===== src/rtl/frr_pkg.sv =====
// Shared types and constants for the right-angle frame rotator.
package frr_pkg;

  localparam int CFG_IDX_W  = 2;
  localparam int CFG_DATA_W = 7;

  localparam logic [CFG_DATA_W-1:0] CFG_DIM_RESET = 7'd64;

  typedef enum logic [CFG_IDX_W-1:0] {
    REG_ROTATION = 2'd0,
    REG_WIDTH    = 2'd1,
    REG_HEIGHT   = 2'd2
  } cfg_reg_e;

  // rotation codes; the unused code acts as 270
  localparam logic [1:0] ROT_90  = 2'd0;
  localparam logic [1:0] ROT_180 = 2'd1;
  localparam logic [1:0] ROT_270 = 2'd2;
  localparam logic [1:0] ROT_SAT = 2'd3;

  localparam logic OP_LOAD  = 1'b0;
  localparam logic OP_FETCH = 1'b1;

  localparam logic ST_OK        = 1'b0;
  localparam logic ST_NOT_READY = 1'b1;

  typedef enum logic [4:0] {
    S_IDLE = 5'b00001,
    S_LOAD = 5'b00010,
    S_ADDR = 5'b00100,
    S_READ = 5'b01000,
    S_RESP = 5'b10000
  } frr_state_e;

  typedef struct packed {
    logic capture;
    logic load_write;
    logic fetch_addr;
    logic fetch_nr;
    logic mem_read;
    logic resp_load;
  } frr_cmd_t;

  typedef struct packed {
    logic frame_ready;
    logic out_free;
  } frr_stat_t;

endpackage


===== src/rtl/frr_ctrl.sv =====
// Sequencer for load and fetch words of the frame rotator.
module frr_ctrl import frr_pkg::*; (
  input  logic      clk_i,
  input  logic      rst_ni,
  input  logic      in_valid_i,
  input  logic      op_i,
  output logic      in_ready_o,
  input  frr_stat_t stat_i,
  output frr_cmd_t  cmd_o
);

  frr_state_e state_q, state_d;
  logic       accept;

  assign in_ready_o = (state_q == S_IDLE);
  assign accept     = in_valid_i && in_ready_o;

  always_comb begin
    state_d = state_q;
    cmd_o   = '0;
    case (state_q)
      S_IDLE: begin
        if (accept) begin
          cmd_o.capture = 1'b1;
          if (op_i == OP_LOAD) begin
            state_d = S_LOAD;
          end else if (stat_i.frame_ready) begin
            state_d = S_ADDR;
          end else begin
            cmd_o.fetch_nr = 1'b1;
            state_d        = S_RESP;
          end
        end
      end
      S_LOAD: begin
        cmd_o.load_write = 1'b1;
        state_d          = S_IDLE;
      end
      S_ADDR: begin
        cmd_o.fetch_addr = 1'b1;
        state_d          = S_READ;
      end
      S_READ: begin
        cmd_o.mem_read = 1'b1;
        state_d        = S_RESP;
      end
      S_RESP: begin
        if (stat_i.out_free) begin
          cmd_o.resp_load = 1'b1;
          state_d         = S_IDLE;
        end
      end
      default: begin
        state_d = S_IDLE;
      end
    endcase
  end

  always_ff @(posedge clk_i or negedge rst_ni) begin
    if (!rst_ni) begin
      state_q <= S_IDLE;
    end else begin
      state_q <= state_d;
    end
  end

endmodule


===== config.mk =====
export PLATFORM = sky130hd
export DESIGN_NAME = frr_ctrl
export DESIGN_NICKNAME = d
export VERILOG_FILES = /design/src/rtl/frr_pkg.sv /design/src/rtl/frr_ctrl.sv
export SDC_FILE = /design/constraint.sdc
export NUM_CORES = 1
export LEC_CHECK = 0
export BUFFER_PORTS_ARGS = -buffer_cell sky130_fd_sc_hd__buf_4
export CORE_AREA = 10 10 47 49
export CTS_BUF_LIST = sky130_fd_sc_hd__clkbuf_8
export CTS_CLUSTER_SIZE = 10
export DETAILED_ROUTE_END_ITERATION = 8
export DIE_AREA = 0 0 57 59
export SKIP_LAST_GASP = 1
export SLEW_MARGIN = 20
export SYNTH_ARGS = -nofsm -noshare
export SYNTH_HDL_FRONTEND = slang
export SYNTH_SLANG_ARGS = --single-unit

===== constraint.sdc =====
create_clock -name clk_i -period 4.7 [get_ports clk_i]
set_input_delay 1.175 -clock clk_i [delete_from_list [all_inputs] [get_ports clk_i]]
set_output_delay 1.175 -clock clk_i [all_outputs]
set_load 0.005 [all_outputs]

==> results of run 1 <==
## metrics by stage
stage / power [µW] / instances
detailed placement: 157 / 57
global placement: 155 / 57
finish: 228 / 61
CTS: 233 / 61
global route: 247 / 61
floorplan: 123 / 29
## worst max-delay path by stage
stage               start        to  slack [ps]  cells after the start
6_report       state_q[4]  cmd_o[2]        1780                      5
5_1_grt        state_q[4]  cmd_o[2]        1670                      5
4_1_cts        state_q[4]  cmd_o[2]        1750                      5
3_5_place_dp   in_valid_i  cmd_o[2]        1890                      4
3_3_place_gp   in_valid_i  cmd_o[2]        1900                      4
2_1_floorplan  in_valid_i  cmd_o[2]        2120                      2
## cells by family after synthesis
| logic type | Yosys count | synth area share |
|---|---|---|
| buf+inv | 2 | 0.0251 |
| compound gates | 3 | 0.0670 |
| simple gates | 19 | 0.485 |
| flops | 5 | 0.423 |
## final cells by class
type                            instances  area (µm²)  area share
Multi-Input combinational cell         22         165       0.364
Sequential cell                         5         126       0.278
Timing Repair Buffer                   12        90.1       0.198
Clock buffer                            3        41.3      0.0909
Tap cell                               16        20.0      0.0441
Inverter                                2        7.51      0.0165
Clock inverter                          1        3.75     0.00826
## routing by layer
metal  up-vias  global-route usage  wire, µm
met2         6              0.0713       359
met4         0              0.0302         0
met5         -                   0         0
met1       118              0.0501       296
li1        135                   -         -
met3         0              0.0150        15
## synth_stat cells (all sizes together)
cell type,instances
o21bai,1
and3b,2
o22ai,1
dfstp,1
and3,1
nand2,3
or3,2
nor2b,1
and2b,1
nor2,2
dfrtp,4
nor3b,3
a31oi,1
inv,2
nor3,2
nor4,1
and2,1
## power by group through the flow
| stage | Clock [µW] | Sequential (µW) | Combinational [µW] |
|---|---|---|---|
| after floorplan | 0 | 64.4 | 58.2 |
| after detailed placement | 0 | 67.1 | 90.1 |
| after global routing | 80.8 | 68.0 | 98.0 |
| after CTS | 75.7 | 66.8 | 90.4 |
| final | 73.8 | 66.6 | 87.6 |
| after global placement | 0 | 66.2 | 88.9 |
==> impl_metrics.py, run 1 <==
metrics = {
    "routing": {
        "vias_per_cell": 4.25,
        "drc_errors": 0,
        "wirelength_um": 671,
        "final_antenna_net_count": 0,
        "drt-initial-drc-count": 2,
        "dr_total_vias": 259,
        "wl_per_cell_um": 11.0,
        "first_pass_iters": 2,
    },
    "power": {
        "p_sw_frac": 0.292,
        "clockPowerShare": 0.324,
        "seq_power_share": 0.292,
        "vdd_ir_drop_max_uv": 160,
        "p_switching_uw": 66.5,
        "power_density_nw_per_um2": 502,
        "combPwrFrac": 0.384,
        "power.leakage_uw": 0.000233,
        "p_int_uw": 161,
    },
    "timing": {
        "fin_crit_sh": 0.621,
        "fin_skew_ps": 0.205,
        "hold_viol_final": 0,
        "setup_viol": 0,
        "fin_ws_ps": 1780,
        "maxSlewHeadroom": 0.756,
        "rsz0062_at_grt": "false",
        "min_period_ps": 2920,
        "setup_tns_ps": 0,
        "maxSlewViolCount": 0,
        "fmax_mhz": 343,
        "whs_ps": 620,
        "tightest_slew_ps": 364,
    },
    "critical_path": {
        "crit_buf_inv": 1,
        "critPathTopFamily": "simple AND/OR/NAND/NOR gates",
        "start_kind": "flop",
        "timing.rr.end": "state_q[2]",
        "r2r-start": "state_q[4]",
        "crit_slowest_cell": "or3_4",
        "crit_chain": "or3_4 > nor3b_4 > nand2_2 > nor3b_2 > buf_4",
        "worstPathArrival_ps": 1740,
        "critPathMaxFanout": 5,
        "crit_type": "flop to output pin",
        "rrSetupSlack_ps": 3190,
        "cpPeakStageDelay_ps": 410,
        "cp_data_required_time_ps": 3520,
        "ff2ff_path_depth": 4,
        "worstSetupEndpointType": "output pin",
    },
    "cts": {
        "h-tree-depth": 1,
        "post_cts_buffers": 0,
        "tritoncts.num_buffers": 3,
        "clkSinkCount": 5,
        "clockBufferDepth": 2,
        "cts_tree": "done",
        "cts-resized-gates": 0,
        "cts_hold_buf": 0,
        "cts.clk_slew.worst_paths_ps": 30,
        "cts-root-buf": "clkbuf_8",
        "clock_latency_ps": 210,
    },
    "cells_and_area": {
        "num-nets-final": 52,
        "final_common_cell": "buf_4",
        "n_antenna_cell": 0,
        "layout.cells.most_common_list": "buf_4, dfrtp_1, inv_1, clkbuf_8",
        "syn_to_final_growth_pct": 51.9,
        "finish.utilization": 0.324,
        "largest_register": "state_q",
        "final_cell_area_um2": 454,
        "reg_top3": "state_q x5",
        "drive_gt1_frac": 0.511,
        "largest_reg_flops": 5,
        "fill_cells": 157,
    },
    "floorplanning": {
        "chipWidth_um": 57,
        "core_area_um2": 1400,
        "rows": 14,
        "io_pins": 13,
        "fp.dieH_um": 59,
        "dieArea_um2": 3360,
        "start_util": 0.213,
    },
    "yosys": {
        "ys_top_cells_by_area": "dfrtp_1, dfstp_2, and3b_2",
        "seq_area_frac_synth": 0.423,
        "ys_seq_elements": 5,
        "netlist_instances": 29,
        "synth_cell_type_count": 22,
        "synth_nets": 35,
        "synth_area_um2": 299,
        "synth.top_cell.area_share": 0.335,
        "yosysWarnings": 0,
        "syn_area_per_cell_um2": 10.3,
        "synth_area_leader_cell": "dfrtp_1",
    },
    "placed_design": {
        "placed_area_um2": 409,
        "dpl_worst_slack_ps": 1890,
        "io_buffers": 12,
        "place.gp.congestion": 0.654,
        "hpwlAfterDp_um": 598,
    },
    "run": {
        "maxCapViolCount": 0,
    },
    "status": {
        "status": "finished clean",
    },
    "global_route": {
        "antenna_found_initial": 0,
        "grt_use_total": 0.0450,
        "grt_pass1_wl_mm": 1.25,
        "grt_pass1_vias": 293,
        "grt_overflow": 0,
        "grt_max_degree": 6,
    },
    "min_path": {
        "hold_end": "state_q[3]",
        "hold_depth": 1,
        "worstHoldStart": "state_q[2]",
        "hold_path.class": "flop to flop",
    },
}
(Power assumes the default switching activity.)
==> run 2, diff against run 1 <==
- ABC_AREA: unset -> 1
- clock period: 4.7 -> 2.7 ns (I/O delays scaled with it)
==> run 2 against run 1 <==
Against the previous run: clock skew increased by 2.1 ps; critical path type unchanged; register-to-register slack got worse by 1600 ps; clock power increased by 76%; critical endpoint unchanged; hold slack got worse by 370 ps; core utilization increased by 0.45 points; global-route usage increased by 0.36 points; via count increased by 18%.
==> impl_metrics.py, run 2 <==
metrics = {
    "status": {
        "status": "finished clean",
    },
    "cells_and_area": {
        "final_cell_area_um2": 460,
        "syn_to_final_growth_pct": 50.8,
        "num-nets-final": 64,
        "reg_top3": "state_q x5",
        "drive_gt1_frac": 0.368,
        "n_antenna_cell": 0,
        "finalNonFillerCells": 73,
        "final_common_cell": "buf_4",
        "largest_reg_flops": 5,
        "layout.cells.most_common_list": "buf_4, inv_1, nand2_1",
        "largest_register": "state_q",
        "fill_cells": 169,
    },
    "yosys": {
        "synth_flop_cell": "dfrtp_1",
        "synth_area_leader_cell": "dfrtp_1",
        "async_flop_share": 1.00,
        "synth_nets": 47,
        "netlist_instances": 41,
        "yosysMostFrequentCell": "inv_1",
        "synth.top_cell.area_share": 0.328,
        "ys_top_cells_by_area": "dfrtp_1, inv_1, dfstp_2",
        "synth_area_um2": 305,
        "seq_area_frac_synth": 0.414,
        "yosysWarnings": 0,
        "synth_edf_count": 0,
        "netlist_top_cells_count": "inv_1, nand2_1, dfrtp_1, nor2_1",
        "syn_area_per_cell_um2": 7.45,
        "synth_cell_type_count": 14,
        "ys_seq_elements": 5,
    },
    "critical_path": {
        "timing.rr.end": "state_q[4]",
        "r2r-start": "state_q[1]",
        "ff2ff_path_depth": 6,
        "critPathLaunch": "state_q[2]",
        "start_kind": "flop",
        "critPathCapture": "cmd_o[2]",
        "worstSetupEndpointType": "output pin",
        "worstPathArrival_ps": 1240,
        "crit_type": "flop to output pin",
        "cp_data_required_time_ps": 2030,
        "critPathMaxFanout": 6,
        "rrSetupSlack_ps": 1560,
    },
    "power": {
        "vdd_ir_drop_max_uv": 480,
        "power_density_nw_per_um2": 918,
        "power.leakage_uw": 0.000274,
        "power_uw": 423,
    },
    "cts": {
        "post_cts_buffers": 0,
        "cts_tree": "done",
        "cts_hold_buf": 0,
        "clockBufferDepth": 2,
        "cts.clk_slew.worst_paths_ps": 30,
        "cts-root-buf": "clkbuf_8",
        "tritoncts.num_buffers": 3,
        "clkSinkCount": 5,
        "cts-resized-gates": 0,
        "clock_latency_ps": 220,
        "h-tree-depth": 1,
    },
    "timing": {
        "fmax_mhz": 521,
        "fin_crit_sh": 0.711,
        "min_period_ps": 1920,
        "maxSlewHeadroom": 0.845,
        "tightest_slew_ps": 230,
        "fin_skew_ps": 2.34,
        "hold_viol_final": 0,
        "maxSlewViolCount": 0,
        "rsz0062_at_grt": "false",
        "setup_tns_ps": 0,
        "setup_viol": 0,
    },
    "routing": {
        "final_antenna_net_count": 0,
        "drc_errors": 0,
        "drt-initial-drc-count": 3,
        "wl_per_cell_um": 10.1,
        "dr_total_vias": 306,
        "first_pass_iters": 4,
        "wirelength_um": 735,
        "vias_per_cell": 4.19,
    },
    "min_path": {
        "hold_path.class": "input port to async pin",
    },
    "floorplanning": {
        "io_pins": 13,
        "fp.dieH_um": 59,
        "dieArea_um2": 3360,
        "core_area_um2": 1400,
        "chipWidth_um": 57,
        "rows": 14,
        "start_util": 0.218,
    },
    "placed_design": {
        "io_buffers": 12,
        "hpwlAfterDp_um": 642,
        "placed_area_um2": 415,
        "place.gp.congestion": 0.762,
        "dpl.cell_count": 69,
    },
    "global_route": {
        "grt_max_degree": 7,
        "antenna_found_initial": 0,
        "grt_overflow": 0,
        "grt_pass1_vias": 329,
        "grt_use_total": 0.0486,
        "grt_pass1_wl_mm": 1.26,
    },
    "run": {
        "maxCapViolCount": 0,
    },
}
[run 2: kinds of logic after synthesis]
kind of cell	synth area share
simple gates	0.418
buf+inv	0.135
flops	0.414
compound gates	0.0328
[run 2: power breakdown]
part | switching [µW] | internal (µW) | leakage, µW
combinational | 90.1 | 74.5 | 0.000182
sequential | 26.9 | 101 | 0.0000651
clock | 32.7 | 97.1 | 0.0000269
total | 150 | 273 | 0.000274
[run 2: how the worst min path moves through the flow]
stage / start / to / slack (ps) / cells past startpoint
after floorplan: rst_ni / state_q[1] / 380 / 0
after global placement: rst_ni / state_q[1] / 480 / 1
after detailed placement: rst_ni / state_q[1] / 480 / 1
after CTS: rst_ni / state_q[4] / 250 / 1
after global routing: rst_ni / state_q[4] / 240 / 1
final: rst_ni / state_q[4] / 250 / 1
[run 2: worst max-delay path, stage by stage (launching register included)]
cell,delay (ps)
dfrtp_1,410
nor2_4,160
nand3_2,150
nor3_1,170
buf_4,140
[run 2: through the flow]
| step | worst slack, ps | utilization | hold WS (ps) |
|---|---|---|---|
| floorplan | 1070 | - | 379 |
| global placement | 832 | 0.296 | 478 |
| detailed placement | 806 | 0.296 | 479 |
| CTS | 751 | 0.329 | 247 |
| global route | 649 | 0.329 | 245 |
| finish | 781 | 0.329 | 250 |
[run 2: metal layers]
| metal | track usage | share of wire |
|---|---|---|
| met5 | 0 | 0 |
| met4 | 0.0201 | 0 |
| met3 | 0.0365 | 0.083 |
| met2 | 0.0651 | 0.47 |
| met1 | 0.0564 | 0.45 |
[run 2: area by class of cell]
class	count	area, µm²	share of cell area
inverter	11	41.3	0.0897
clock inverter	1	3.75	0.00815
clock buffer	3	41.3	0.0897
multi-input combinational	25	138	0.299
timing repair buffer	12	90.1	0.196
sequential	5	126	0.274
tap	16	20.0	0.0435
==> run 3, diff against run 2 <==
- clock period: 2.7 -> 2 ns (I/O delays scaled with it)
==> run 3 against run 2 <==
Against the previous run: highest routed layer unchanged; global-route usage increased by 0.13 points; largest power group unchanged; combinational power increased by 36%; critical path depth unchanged; setup slack got worse by 520 ps; clock power increased by 37%; count of clock-buffer cells in the layout unchanged.
==> impl_metrics.py, run 3 (synthesis gave the netlist of run 2 again) <==
metrics = {
    "critical_path": {
        "rrSetupSlack_ps": 890,
        "start_kind": "flop",
        "crit_type": "flop to output pin",
        "cp_data_required_time_ps": 1500,
        "worstPathArrival_ps": 1240,
        "worstSetupEndpointType": "output pin",
        "critPathMaxFanout": 6,
    },
    "timing": {
        "fin_crit_sh": 0.870,
        "tightest_slew_ps": 245,
        "rsz0062_at_grt": "false",
        "fin_skew_ps": 1.53,
        "maxSlewViolCount": 0,
        "maxSlewHeadroom": 0.835,
        "hold_viol_final": 0,
        "setup_tns_ps": 0,
        "fmax_mhz": 575,
        "min_period_ps": 1740,
        "setup_viol": 0,
    },
    "placed_design": {
        "io_buffers": 12,
        "hpwlAfterDp_um": 639,
        "place.gp.congestion": 0.758,
    },
    "power": {
        "power.leakage_uw": 0.000274,
        "p_switching_uw": 206,
        "combPwrFrac": 0.392,
        "power_density_nw_per_um2": 1250,
        "seq_power_share": 0.299,
        "power_uw": 575,
        "p_sw_frac": 0.359,
        "vdd_ir_drop_max_uv": 734,
        "p_int_uw": 369,
        "clockPowerShare": 0.309,
    },
    "cts": {
        "cts_hold_buf": 0,
        "cts-resized-gates": 0,
        "h-tree-depth": 1,
        "tritoncts.num_buffers": 3,
        "clkSinkCount": 5,
        "post_cts_buffers": 0,
        "cts-root-buf": "clkbuf_8",
        "cts_tree": "done",
        "clockBufferDepth": 2,
        "cts.clk_slew.worst_paths_ps": 30,
        "clock_latency_ps": 220,
    },
    "floorplanning": {
        "dieArea_um2": 3360,
        "core_area_um2": 1400,
        "chipWidth_um": 57,
        "io_pins": 13,
        "rows": 14,
        "fp.dieH_um": 59,
        "start_util": 0.218,
    },
    "routing": {
        "first_pass_iters": 4,
        "final_antenna_net_count": 0,
        "drc_errors": 0,
        "dr_total_vias": 323,
        "vias_per_cell": 4.42,
        "drt-initial-drc-count": 14,
        "wl_per_cell_um": 10.3,
        "wirelength_um": 751,
    },
    "global_route": {
        "grt_util_met2": 0.0744,
        "gr-usage-met1": 0.0503,
        "grt_pass1_wl_mm": 1.28,
        "antenna_found_initial": 0,
        "met3_usage": 0.0408,
        "grt_use_total": 0.0498,
        "grt_max_degree": 7,
        "grt_overflow": 0,
        "busiest_layer": "met2",
        "grt_pass1_vias": 329,
    },
    "cells_and_area": {
        "largest_reg_flops": 5,
        "n_antenna_cell": 0,
        "syn_to_final_growth_pct": 50.8,
        "layout.cells.most_common_list": "buf_4, inv_1, nand2_1",
        "fill_cells": 160,
        "num-nets-final": 64,
        "largest_register": "state_q",
        "reg_top3": "state_q x5",
        "final_common_cell": "buf_4",
        "drive_gt1_frac": 0.368,
    },
    "run": {
        "maxCapViolCount": 0,
    },
    "status": {
        "status": "finished clean",
    },
    "min_path": {
        "hold_path.class": "input port to async pin",
    },
}
[run 3: cell counts in the layout (fill, tap and decap cells not counted)]
Identical to the previous run, type by type.
[run 3: power groups by stage]
| stage | registers [µW] | clock network [µW] | logic [µW] |
|---|---|---|---|
| after CTS | 173 | 183 | 231 |
| after global placement | 173 | 0 | 225 |
| after detailed placement | 173 | 0 | 229 |
| after global routing | 178 | 193 | 262 |
| final | 172 | 178 | 225 |
| after floorplan | 166 | 0 | 144 |
[run 3: path summary, 6_finish.rpt]
kind,from,endpoint,depth (start not counted)
setup / recovery,state_q[2],cmd_o[2],4
hold / removal,rst_ni,state_q[4],1
setup reg to reg,state_q[1],state_q[4],6
hold reg to reg,state_q[0],state_q[0],2
max in group asynchronous,rst_ni,state_q[0],1
min in group clk_i,op_i,state_q[1],2
[run 3: critical path, cell delays in order, from the launching register on]
cell and delay (ps):
dfrtp_1 410, nor2_4 160, nand3_2 150, nor3_1 160
buf_4 140
[run 3: layer usage]
metal / vias to the layer above / part of all wire / wire length (µm)
met2: 15 / 0.47 / 356
met1: 144 / 0.41 / 305
li1: 164 / - / -
met5: - / 0 / 0
met4: 0 / 0 / 0
met3: 0 / 0.12 / 88
[run 3: stage by stage]
stage	cells	hold slack, ps	utilization	cell area [µm²]	setup WS (ps)
after floorplan	41	204	-	305	657
after global placement	69	303	0.296	415	493
after detailed placement	69	302	0.296	415	491
after CTS	73	70.1	0.329	460	253
after global routing	73	67.6	0.329	460	164
final	73	72.9	0.329	460	261
[run 3: final cells by class]
cell class,count,area (µm²),share of cell area
Clock buffer,3,41.3,0.0897
Tap cell,16,20.0,0.0435
Timing Repair Buffer,12,90.1,0.196
Sequential cell,5,126,0.274
Inverter,11,41.3,0.0897
Clock inverter,1,3.75,0.00815
Multi-Input combinational cell,25,138,0.299
